**config.mk**
```make
export PLATFORM = sky130hd
export DESIGN_NAME = tlb_page_table_translator_top
export DESIGN_NICKNAME = d
export VERILOG_FILES = /design/src/rtl/tlbpt_pkg.sv /design/src/rtl/tlb_page_table_translator_top.sv /design/src/rtl/tlbpt_front.sv /design/src/rtl/tlbpt_back.sv
export SDC_FILE = /design/constraint.sdc
export NUM_CORES = 2
export LEC_CHECK = 0
export BUFFER_PORTS_ARGS = -buffer_cell sky130_fd_sc_hd__buf_4
export CAP_MARGIN = 25
export CORE_MARGIN = 2
export CORE_UTILIZATION = 63
export DETAILED_ROUTE_END_ITERATION = 16
export PLACE_DENSITY = 0.87
export REMOVE_ABC_BUFFERS = 1
export SLEW_MARGIN = 5
export SYNTH_ARGS = -nofsm -noshare
export SYNTH_HDL_FRONTEND = slang
export SYNTH_SLANG_ARGS = --single-unit
```
**constraint.sdc**
```tcl
create_clock -name i_clk -period 14.31 [get_ports i_clk]
set_clock_uncertainty 0.2 [all_clocks]
set_input_delay 2.862 -clock i_clk [delete_from_list [all_inputs] [get_ports i_clk]]
set_output_delay 2.862 -clock i_clk [all_outputs]
set_load 0.005 [all_outputs]
```
**src/rtl/tlbpt_pkg.sv**
```systemverilog
package tlbpt_pkg;

    localparam int OFFSET_WIDTH = 12;
    localparam int VADDR_WIDTH  = 20;
    localparam int PAGE_BITS    = VADDR_WIDTH - OFFSET_WIDTH;
    localparam int PAGE_COUNT   = 1 << PAGE_BITS;
    localparam int FRAME_COUNT  = 8;
    localparam int FRAME_BITS   = $clog2(FRAME_COUNT);
    localparam int TLB_DEPTH    = 8;
    localparam int TLB_BITS     = $clog2(TLB_DEPTH);
    localparam int PADDR_WIDTH  = 15;
    localparam int QUEUE_DEPTH  = 2;
    localparam int SWEEP_LIMIT  = 2 * FRAME_COUNT + 1;
    localparam int SWEEP_BITS   = $clog2(SWEEP_LIMIT + 1);

    typedef enum logic [1:0] {
        MODE_FIFO  = 2'd0,
        MODE_LRU   = 2'd1,
        MODE_CLOCK = 2'd2,
        MODE_CLK3  = 2'd3
    } t_mode;

    typedef enum logic [2:0] {
        ST_IDLE,
        ST_LOOKUP,
        ST_SWEEP,
        ST_COMMIT,
        ST_OUT
    } t_state;

    // Front end forwards the page and offset of one accepted request.
    typedef struct packed {
        logic [PAGE_BITS-1:0]    page;
        logic [OFFSET_WIDTH-1:0] offset;
    } t_req;

    typedef struct packed {
        logic [PADDR_WIDTH-1:0] physical_address;
        logic                   tlb_hit;
        logic                   page_fault;
        logic                   evicted;
        logic [7:0]             evicted_page;
    } t_result;

endpackage

```
**src/rtl/tlb_page_table_translator_top.sv**
```systemverilog
// TLB and demand-paged address translator.
// Slave channel: one 20-bit virtual address per transaction (page in the
// upper 8 bits, offset in the lower 12). Master channel: one result per
// transaction with the 15-bit physical address and hit/fault/evict flags.
// The mode register (i_cfg_we/i_cfg_data) selects FIFO, LRU or clock
// replacement; the user must write it only while the block is idle, unenforced.
// A two-entry queue decouples acceptance from the translation engine, so
// up to two addresses are taken while a result waits.
// A TLB hit, page-table hit, free-frame fault, or FIFO/LRU eviction goes from
// the queue through IDLE, LOOKUP, COMMIT and OUT; a clock eviction adds a SWEEP
// state for each hand step, up to 17 hand steps. The engine handles one
// transaction at a time, taking no new address until the last result is taken.
// Reset clears the TLB, page-table valid bits and all policy state. When the
// receiver stalls the result holds in the output register and the engine
// waits; the queue then fills and tready drops.
module tlb_page_table_translator_top (
    input  logic        i_clk,
    input  logic        i_rst_n,
    input  logic        i_cfg_we,
    input  logic [1:0]  i_cfg_data,
    input  logic        s_axis_tvalid,
    output logic        s_axis_tready,
    input  logic [23:0] s_axis_tdata,   // [19:0] virtual_address
    output logic        m_axis_tvalid,
    input  logic        m_axis_tready,
    output logic [31:0] m_axis_tdata    // physical_address, tlb_hit, page_fault,
                                        // evicted, evicted_page
);
    tlbpt_pkg::t_mode   r_mode;
    tlbpt_pkg::t_req    w_req;
    tlbpt_pkg::t_result w_res;
    logic               w_qv, w_pop, w_busy;

    always_ff @(posedge i_clk) begin
        if (!i_rst_n)      r_mode <= tlbpt_pkg::MODE_FIFO;
        else if (i_cfg_we) r_mode <= tlbpt_pkg::t_mode'(i_cfg_data);
    end

    tlbpt_front u_front (
        .i_clk, .i_rst_n,
        .i_valid (s_axis_tvalid),
        .o_ready (s_axis_tready),
        .i_data  (s_axis_tdata),
        .o_q_valid (w_qv),
        .i_q_pop (w_pop),
        .o_q_req (w_req)
    );

    tlbpt_back u_back (
        .i_clk, .i_rst_n,
        .i_mode  (r_mode),
        .i_q_valid (w_qv),
        .i_q_req (w_req),
        .o_q_pop (w_pop),
        .o_valid (m_axis_tvalid),
        .i_ready (m_axis_tready),
        .o_result (w_res),
        .o_busy  (w_busy)
    );

    assign m_axis_tdata = {6'd0, w_res.evicted_page, w_res.evicted, w_res.page_fault,
                           w_res.tlb_hit, w_res.physical_address};

    a_evict_implies_fault: assert property (@(posedge i_clk) disable iff (!i_rst_n)
        m_axis_tvalid && w_res.evicted |-> w_res.page_fault)
        else $error("eviction without fault");
    a_hit_no_fault: assert property (@(posedge i_clk) disable iff (!i_rst_n)
        m_axis_tvalid && w_res.tlb_hit |-> !w_res.page_fault)
        else $error("tlb hit reported with fault");
    a_pop_idle: assert property (@(posedge i_clk) disable iff (!i_rst_n)
        w_pop |-> !w_busy)
        else $error("queue popped while engine busy");
endmodule

```
**src/rtl/tlbpt_front.sv**
```systemverilog
module tlbpt_front (
    input  logic                   i_clk,
    input  logic                   i_rst_n,
    input  logic                   i_valid,
    output logic                   o_ready,
    input  logic [23:0]            i_data,
    output logic                   o_q_valid,
    input  logic                   i_q_pop,
    output tlbpt_pkg::t_req        o_q_req
);
    localparam int QB = $clog2(tlbpt_pkg::QUEUE_DEPTH);

    tlbpt_pkg::t_req              r_mem [tlbpt_pkg::QUEUE_DEPTH];
    logic [QB-1:0]                r_wp, r_rp;
    logic [QB:0]                  r_cnt;
    logic                         w_push;
    tlbpt_pkg::t_req              w_req;

    assign o_ready   = (r_cnt < (QB+1)'(tlbpt_pkg::QUEUE_DEPTH));
    assign o_q_valid = (r_cnt != '0);
    assign w_push    = i_valid && o_ready;
    assign w_req.page   = i_data[tlbpt_pkg::VADDR_WIDTH-1:tlbpt_pkg::OFFSET_WIDTH];
    assign w_req.offset = i_data[tlbpt_pkg::OFFSET_WIDTH-1:0];
    assign o_q_req   = r_mem[r_rp];

    always_ff @(posedge i_clk) begin
        if (w_push) begin
            r_mem[r_wp] <= w_req;
        end
    end

    always_ff @(posedge i_clk) begin
        if (!i_rst_n) begin
            r_wp  <= '0;
            r_rp  <= '0;
            r_cnt <= '0;
        end else begin
            if (w_push) r_wp <= r_wp + 1'b1;
            if (i_q_pop && o_q_valid) r_rp <= r_rp + 1'b1;
            r_cnt <= r_cnt + (QB+1)'(w_push) - (QB+1)'(i_q_pop && o_q_valid);
        end
    end
endmodule

```
**src/rtl/tlbpt_back.sv**
```systemverilog
module tlbpt_back (
    input  logic                 i_clk,
    input  logic                 i_rst_n,
    input  tlbpt_pkg::t_mode     i_mode,
    input  logic                 i_q_valid,
    input  tlbpt_pkg::t_req      i_q_req,
    output logic                 o_q_pop,
    output logic                 o_valid,
    input  logic                 i_ready,
    output tlbpt_pkg::t_result   o_result,
    output logic                 o_busy
);
    localparam int FC = tlbpt_pkg::FRAME_COUNT;
    localparam int FB = tlbpt_pkg::FRAME_BITS;
    localparam int TD = tlbpt_pkg::TLB_DEPTH;
    localparam int TB = tlbpt_pkg::TLB_BITS;
    localparam int PB = tlbpt_pkg::PAGE_BITS;
    localparam int PC = tlbpt_pkg::PAGE_COUNT;

    tlbpt_pkg::t_state r_state, n_state;

    // Page table lives in a memory with a registered read port; validity is a
    // per-page flop vector that reset clears.
    logic [FB-1:0]     r_pt_frame [PC];
    logic [PC-1:0]     r_pt_valid;
    logic [FB-1:0]     r_pt_rd;

    logic [PB-1:0]     r_owner [FC];
    logic [FC-1:0]     r_occ;
    logic [PB-1:0]     r_tag [TD];
    logic [FB-1:0]     r_tframe [TD];
    logic [TD-1:0]     r_tvalid;
    logic [TB-1:0]     r_fill;
    logic [FB-1:0]     r_fifo;
    logic [FB-1:0]     r_rank [FC];
    logic [FC-1:0]     r_ref;
    logic [FB-1:0]     r_hand;
    logic [tlbpt_pkg::SWEEP_BITS-1:0] r_steps;

    tlbpt_pkg::t_req   r_req;
    logic              r_hit;
    logic [FB-1:0]     r_hit_frame;
    logic [FB-1:0]     r_victim;
    tlbpt_pkg::t_result r_res;

    logic              w_hit;
    logic [FB-1:0]     w_hit_frame;
    logic              w_free;
    logic [FB-1:0]     w_free_frame;
    logic [FB-1:0]     w_lru;

    always_comb begin
        w_hit = 1'b0;
        w_hit_frame = '0;
        for (int i = TD - 1; i >= 0; i--) begin
            if (r_tvalid[i] && r_tag[i] == r_req.page) begin
                w_hit = 1'b1;
                w_hit_frame = r_tframe[i];
            end
        end
        w_free = 1'b0;
        w_free_frame = '0;
        for (int g = FC - 1; g >= 0; g--) begin
            if (!r_occ[g]) begin
                w_free = 1'b1;
                w_free_frame = FB'(g);
            end
        end
        w_lru = '0;
        for (int g = 1; g < FC; g++) begin
            if (r_rank[g] > r_rank[w_lru]) w_lru = FB'(g);
        end
    end

    assign o_q_pop  = (r_state == tlbpt_pkg::ST_IDLE) && i_q_valid;
    assign o_valid  = (r_state == tlbpt_pkg::ST_OUT);
    assign o_result = r_res;
    assign o_busy   = (r_state != tlbpt_pkg::ST_IDLE);

    always_comb begin
        n_state = r_state;
        case (r_state)
            tlbpt_pkg::ST_IDLE:   if (i_q_valid) n_state = tlbpt_pkg::ST_LOOKUP;
            tlbpt_pkg::ST_LOOKUP: begin
                if (w_hit || r_pt_valid[r_req.page] || w_free
                    || i_mode == tlbpt_pkg::MODE_FIFO || i_mode == tlbpt_pkg::MODE_LRU) begin
                    n_state = tlbpt_pkg::ST_COMMIT;
                end else begin
                    n_state = tlbpt_pkg::ST_SWEEP;
                end
            end
            tlbpt_pkg::ST_SWEEP: begin
                if (!r_ref[r_hand] || r_steps == tlbpt_pkg::SWEEP_BITS'(tlbpt_pkg::SWEEP_LIMIT - 1))
                    n_state = tlbpt_pkg::ST_COMMIT;
            end
            tlbpt_pkg::ST_COMMIT: n_state = tlbpt_pkg::ST_OUT;
            tlbpt_pkg::ST_OUT:    if (i_ready) n_state = tlbpt_pkg::ST_IDLE;
            default:              n_state = tlbpt_pkg::ST_IDLE;
        endcase
    end

    always_ff @(posedge i_clk) begin
        if (!i_rst_n) r_state <= tlbpt_pkg::ST_IDLE;
        else          r_state <= n_state;
    end

    // Memory port of the page table: read in IDLE, written in COMMIT.
    always_ff @(posedge i_clk) begin
        if (r_state == tlbpt_pkg::ST_IDLE) r_pt_rd <= r_pt_frame[i_q_req.page];
        if (r_state == tlbpt_pkg::ST_COMMIT && !r_hit && !r_pt_valid[r_req.page])
            r_pt_frame[r_req.page] <= r_victim;
    end

    always_ff @(posedge i_clk) begin
        logic [FB-1:0] f;
        logic          fault;
        logic          was;
        logic [FB-1:0] old;
        logic [PB-1:0] evp;
        if (!i_rst_n) begin
            r_pt_valid <= '0;
            r_occ      <= '0;
            r_tvalid   <= '0;
            r_fill     <= '0;
            r_fifo     <= '0;
            r_ref      <= '0;
            r_hand     <= '0;
            r_steps    <= '0;
            for (int g = 0; g < FC; g++) begin
                r_owner[g] <= '0;
                r_rank[g]  <= '0;
            end
            for (int i = 0; i < TD; i++) begin
                r_tag[i]    <= '0;
                r_tframe[i] <= '0;
            end
        end else begin
            case (r_state)
                tlbpt_pkg::ST_IDLE: begin
                    if (i_q_valid) r_req <= i_q_req;
                    r_steps <= '0;
                end
                tlbpt_pkg::ST_LOOKUP: begin
                    r_hit       <= w_hit;
                    r_hit_frame <= w_hit_frame;
                    if (w_free) begin
                        r_victim <= w_free_frame;
                    end else if (i_mode == tlbpt_pkg::MODE_FIFO) begin
                        r_victim <= r_fifo;
                    end else begin
                        r_victim <= w_lru;
                    end
                    if (!w_hit && !r_pt_valid[r_req.page] && !w_free
                        && i_mode == tlbpt_pkg::MODE_FIFO) begin
                        r_fifo <= r_fifo + 1'b1;
                    end
                end
                tlbpt_pkg::ST_SWEEP: begin
                    r_steps <= r_steps + 1'b1;
                    r_hand  <= r_hand + 1'b1;
                    if (!r_ref[r_hand]) begin
                        r_victim <= r_hand;
                    end else begin
                        r_ref[r_hand] <= 1'b0;
                        // Fallback after a full sweep: the hand's final spot.
                        r_victim <= r_hand + 1'b1;
                    end
                end
                tlbpt_pkg::ST_COMMIT: begin
                    fault = !r_hit && !r_pt_valid[r_req.page];
                    f     = r_hit ? r_hit_frame : (fault ? r_victim : r_pt_rd);
                    evp   = '0;
                    r_res.tlb_hit    <= r_hit;
                    r_res.page_fault <= fault;
                    r_res.evicted    <= fault && (&r_occ);
                    r_res.physical_address <= tlbpt_pkg::PADDR_WIDTH'(
                        {f, r_req.offset});
                    if (fault && (&r_occ)) begin
                        evp = r_owner[r_victim];
                        r_pt_valid[evp] <= 1'b0;
                        for (int i = 0; i < TD; i++)
                            if (r_tvalid[i] && r_tag[i] == evp) r_tvalid[i] <= 1'b0;
                    end
                    r_res.evicted_page <= 8'(evp);
                    if (r_hit || fault) begin
                        was = r_occ[f];
                        old = r_rank[f];
                        for (int g = 0; g < FC; g++)
                            if (FB'(g) != f && r_occ[g] && (!was || r_rank[g] < old))
                                r_rank[g] <= r_rank[g] + 1'b1;
                        r_rank[f] <= '0;
                        r_ref[f]  <= 1'b1;
                    end
                    if (fault) begin
                        r_occ[f]   <= 1'b1;
                        r_owner[f] <= r_req.page;
                        r_pt_valid[r_req.page] <= 1'b1;
                    end
                    if (!r_hit) begin
                        r_tag[r_fill]    <= r_req.page;
                        r_tframe[r_fill] <= f;
                        r_tvalid[r_fill] <= 1'b1;
                        r_fill <= r_fill + 1'b1;
                    end
                end
                default: ;
            endcase
        end
    end
endmodule
```
Yosys cells after proc, flatten, opt, wreduce, memory -nomap -nowiden
Memory sizes are Yosys's and may differ from the RTL's. A register that Yosys moved wholly into a read port is not among the register bits.
Cells that the tools add are included.
Storage, ports and cells
  bits in registers: 356
  RAM bits: 984
  input bits: 31
  output and inout bits: 34
  logic and storage cells: 372
  memories: 6
Operators by class
  add/subtract/negate cells: 16
  magnitude comparators: 26
  equal/unequal tests: 34
  mux-type cells: 163
  bitwise operators: 17
  reduce and logical (&&, ||, !) cells: 87
Memories
  u_back.r_pt_frame: depth 256, width 3, rd ports 1, clocked after Yosys merged registers in 1, wr ports 1, RTL line tlbpt_back.sv:24  | logic [FB-1:0] r_pt_frame [PC];
  u_back.r_owner: depth 8, width 8, rd ports 1, clocked after Yosys merged registers in 1, wr ports 8, RTL line tlbpt_back.sv:28  | logic [PB-1:0] r_owner [FC];
  u_back.r_tag: depth 8, width 8, rd ports 8, clocked after Yosys merged registers in 0, wr ports 8, RTL line tlbpt_back.sv:30  | logic [PB-1:0] r_tag [TD];
  u_front.r_mem: depth 2, width 20, rd ports 1, clocked after Yosys merged registers in 1, wr ports 1, RTL line tlbpt_front.sv:13  | tlbpt_pkg::t_req r_mem [tlbpt_pkg::QUEUE_DEPTH];
  u_back.r_rank: depth 8, width 3, rd ports 15, clocked after Yosys merged registers in 0, wr ports 9, RTL line tlbpt_back.sv:35  | logic [FB-1:0] r_rank [FC];
  u_back.r_tframe: depth 8, width 3, rd ports 8, clocked after Yosys merged registers in 0, wr ports 8, RTL line tlbpt_back.sv:31  | logic [FB-1:0] r_tframe [TD];
Operators by type and width (number)
  two-way mux 256 bit: 4
  bitwise AND 256 bit: 1
  inverter 256 bit: 1
  OR 256 bit: 1
  == test 8 bit: 16
  two-way mux 3 bit: 41
  two-way mux 1 bit: 96
  two-way mux 8 bit: 8
  logical AND 1 bit: 47
  adder 3 x 1 -> 3 bit, second input constant: 11
  < comparator 3 bit: 8
  OR 8 bit: 3
  greater-than comparator 3 bit: 7
  < comparator 8 x 9 -> 1 bit, second input constant: 2
  demux 1 bit (select 8 bit): 2
  greater-or-equal comparator 8 x 1 -> 1 bit, second input constant: 2
  case mux 8 bit (2 select lines): 1
  OR reduction 8 bit: 2
  case mux 3 bit (5 select lines): 1
  logical OR 1 bit: 14
  < comparator 3 x 4 -> 1 bit, second input constant: 3
  inequality test 3 bit, first input constant: 4
  AND reduction 2 bit: 6
  case mux 5 bit (2 select lines): 1
  other kinds (32): 61

Depth between registers and ports, before layout
An unclocked memory read counts as a cell.
  word-level depth: 25
  mapped depth: 62
  depth with buffers taken out: 61

Modules after synthesis
Synthesis repeated with hierarchy kept, for this count alone.
Second synthesis, totals
  cell total of the unflattened synthesis: 4313
  area, all modules: 58837.7 µm²
Modules (own cells, without submodules)
  tlbpt_back: instances 1, cells an instance 4211, area each 57030.9 µm², seq. area each 35794.3 µm²
  tlbpt_front: instances 1, cells an instance 89, area each 1685.4 µm², seq. area each 1301.2 µm²
  tlb_page_table_translator_top: instances 1, cells an instance 13, area each 121.4 µm², seq. area each 40.0 µm²

Worst setup path after synthesis
OpenSTA, ideal clock, no wires.
  kind: register to register
  start: memory u_back.r_rank[0][1] (netlist bit)
  end: register (tool-made name)
  setup time: 0.136 ns
  arrival time: 9.777 ns
  data required time: 13.974 ns
  slack: 4.198 ns
  stages on the path, launching flop included: 55
  buffers on the path: 1
  period minus slack after synthesis: 10.112 ns
  cells stage by stage: dfxtp_1 inv_1 ha_1 nor2b_1 o21ai_0 nand2b_1 inv_1 a31oi_1 mux2i_1 ha_1 nor2b_1 o21ai_0 inv_1 o21ai_0 o21ai_0 ha_1 a21o_1 a21oi_1 [... 19 more ...] o21ai_0 ha_1 a32oi_1 nor2_1 nand2_1 o21ai_0 o221a_2 a211oi_1 ha_1 a21o_1 a21oi_1 a31oi_1 nor2_1 a21oi_1 nor2_1 or3_1 o21ai_0 mux2_2
RTL lines (RTL line)
  start, declared: tlbpt_back.sv:35

==> metrics.yaml <==
status:
  status: "completed"
floorplan:
  design.core.area_um2: 94590
  dieHeight_um: 312.3
  die_area_um2: 97560
  chipWidth_um: 312.3
  io_pins: 65
  start_util_pct: 63.33
  rows: 113
synthesis:
  synth_xor_area_share_pct: 2.047
  postSynthCellCount: 5592
  synth.distinct_cells: 70
  synth-edff-count: 1016
  synth_adder_area_share_pct: 1.086
  ys_ff_latch: 1347
  syn_avg_cell_area_um2: 10.71
  synth-main-ff-cell: "edfxtp_1"
  syn_area_um2: 59900
  ys_warn_count: 0
  synthSimpleGateAreaFrac_pct: 16.34
  synthArstFlopShare_pct: 0
  synthMuxAreaShare_pct: 4.077
  ys_seq_area_share_pct: 62.00
  synth_top_family_by_area: "simple AND/OR/NAND/NOR gates"
  synth_compound_area_share_pct: 10.00
sta:
  setup_viol: 0
  hold_viol: 0
  slew_viol_final: 0
  slew-limit-headroom_pct: 13.59
  fin_ws_ns: 2.300
  timing.fmax_mhz: 83.26
  worst_slew_pin_slew_ns: 1.293
  fin_crit_sh_pct: 83.93
  rsz0062_at_grt: "no"
  min_period_ns: 12.01
setup_path:
  crit_top_cell: "o21ai_0"
  max_stage_delay_ns: 0.65
  cp_slowest_cell: "a32oi_1"
  startpoint_type: "register"
  end_kind: "register"
  timing.critical_path.from: "u_back.r_rank[0][1]"
  critPathMaxFanout: 10
  arrival_ns: 12.53
  required_ns: 14.83
  r2r_slack_ns: 2.30
  crit_type: "register to register"
  r2r_start: "u_back.r_rank[0][1]"
grt:
  track_usage_pct: 34.95
  grt_overflow: 0
  grt_pass1_wl_mm: 260.1
  grt_pass1_vias: 45100
  antenna_found_initial: 2
  grt_max_degree: 198
layout:
  n_fill_cell: 6071
  syn2layout_area_growth_pct: 10.35
  stdcell_area_um2: 66100
  fin_nets: 5601
  drive_above_1_share_pct: 9.010
clocking:
  clock_latency_ns: 0.78
  cts_tree: "yes"
  cts_buffers: 135
  cts_setup_buffers: 0
  post_cts_resized: 0
  cts.path.max_buffers: 3
  clkTransAtPathRegs_ns: 0.06
  holdBufCountCts: 0
  h-tree-depth: 4
  root_buffer: "clkbuf_16"
  cts_sinks: 1347
power_and_ir_drop:
  vdd_ir_drop_max_uv: 136.1
  power_leakage_nw: 25.12
  p_per_area_nw_per_um2: 165.8
route:
  antenna_left: 0
  dr.pass1.iters: 10
  drt-total-wl_mm: 173.0
  wl_per_cell_um: 25.09
  routed_via_density: 6.715
  drt_iter0_markers: 8298
  drc: 0
  num_vias: 46300
placed_design:
  gp_congestion: 0.9735
  hpwl_mm: 102.2
  portBuffers: 54
  pre_cts_ws_ns: 2.529
  dpl_cell_area_um2: 61440
worst_hold_path:
  hp-start: "u_back.r_req[1]"
  min-delay-path-class: "register to register"
run:
  max_cap_violations: 0
-- final timing paths --
kind,to,cells past startpoint
max reg2reg,register,53
max,register,53
min reg2reg,u_back.o_result[12],0
min,u_back.o_result[12],0
-- critical path: cells and delay by family, from the launching register on --
family	cells	cell delay, ns
and+or+nand+nor	16	2.29
buffers and inverters	3	0.25
DFF	1	0.45
muxes	5	1.21
adders and majority gates	7	1.77
AOI/OAI and AO/OA	22	5.80
-- cell usage in the layout, fill, tap and decap left out, types with 20 or more instances in the layout --
cell type     n
nand2_1    1200
edfxtp_1   1016
nand3_1     431
a21oi_1     346
dfxtp_1     331
o21ai_0     311
inv_1       298
nor2_1      157
buf_4       146
clkbuf_16   142
a311oi_1    139
and2_1      132
xor2_1      108
mux2i_1      97
and3_1       55
ha_1         52
mux4_2       48
nor3_1       46
a22oi_1      38
nand4_1      33
xnor2_1      32
nor2b_1      30
nand2b_1     28
a31oi_1      26
clkbuf_1     25
a211oi_1     21
clkinv_2     20
-- kinds of logic (layout without fill, tap and decap cells) --
| kind of cell | count (synthesis) | after routing |
|---|---|---|
| compound gates | 986 | 986 |
| xor+xnor | 140 | 140 |
| mux | 180 | 180 |
| simple gates | 2202 | 2202 |
| buf+inv | 684 | 714 |
| flops | 1347 | 1347 |
| other cells | 1 | 10 |
| fa+ha+maj | 52 | 52 |
-- sequential cells by signal (all words and copies together), names as in the netlist, 2 cells and up, named ones only --
name and cells:
u_front.r_mem 40, u_back.r_fifo 3, u_back.r_tframe 24, u_back.r_hit_frame 3, u_back.r_steps 5, u_front.r_cnt 2
u_back.r_pt_rd 3, u_back.r_victim 3, u_back.r_fill 3, r_mode 2, u_back.r_rank 24, u_back.r_req 20
u_back.r_tag 64, u_back.r_pt_valid 256, u_back.o_result 26, u_back.r_tvalid 8, u_back.r_pt_frame 768, u_back.r_ref 8
u_back.r_hand 3, u_back.r_state 3, u_back.r_occ 8, u_back.r_owner 64
-- per-stage QoR --
step / setup TNS [ns] / hold slack (ns) / utilization, % / cells / power (mW)
floorplan: -73.29 / 0.2003 / - / 5218 / 6.577
detailed placement: 0 / 0.2081 / 64.95 / 6634 / 7.264
finish: 0 / 0.2181 / 69.88 / 6896 / 10.96
global placement: 0 / 0.2003 / 64.77 / 6623 / 7.163
CTS: 0 / 0.2193 / 69.73 / 6880 / 10.82
global route: 0 / 0.2370 / 69.87 / 6892 / 11.25
-- layer usage --
metal / global-route usage (%) / wire length (um) / share of wire, %
met2: 54.38 / 79330 / 46
met1: 43.36 / 58420 / 34
met4: 21.89 / 11850 / 6.8
met3: 9.987 / 23390 / 14
met5: 0 / 15 / 0.0087
-- synth_stat cells, types with 32 or more instances --
library cell | count | area share, %
nand2_1 | 1200 | 7.5
edfxtp_1 | 1016 | 51
nand3_1 | 431 | 3.6
a21oi_1 | 346 | 2.9
dfxtp_1 | 331 | 11
clkbuf_1 | 319 | 2.0
o21ai_0 | 311 | 2.6
inv_1 | 301 | 1.9
nor2_1 | 166 | 1.0
a311oi_1 | 139 | 2.0
and2_1 | 132 | 1.4
mux2i_1 | 111 | 1.9
xor2_1 | 108 | 1.6
and3_1 | 55 | 0.57
ha_1 | 52 | 1.1
nor3_1 | 52 | 0.43
mux4_2 | 48 | 1.8
a22oi_1 | 38 | 0.48
nand4_1 | 33 | 0.34
xnor2_1 | 32 | 0.47
-- where the power goes --
part           internal (mW)  total, mW  switching, mW
clock                   2.05       3.60           1.55
combinational          0.741       2.82           2.08
sequential              4.46       4.54         0.0747
total                   7.26       11.0           3.70
-- final cells by class --
type | count | area, um2 | share of cell area [%]
Sequential cell | 1347 | 37140 | 56.18
Multi-Input combinational cell | 3566 | 20290 | 30.70
Clock buffer | 186 | 3890 | 5.885
Tap cell | 1265 | 1583 | 2.395
Timing Repair Buffer | 163 | 1395 | 2.111
Inverter | 305 | 1165 | 1.762
Clock inverter | 60 | 624.3 | 0.9446
Antenna cell | 4 | 10.01 | 0.01514
Note: power is estimated with default switching activity, not from simulation.
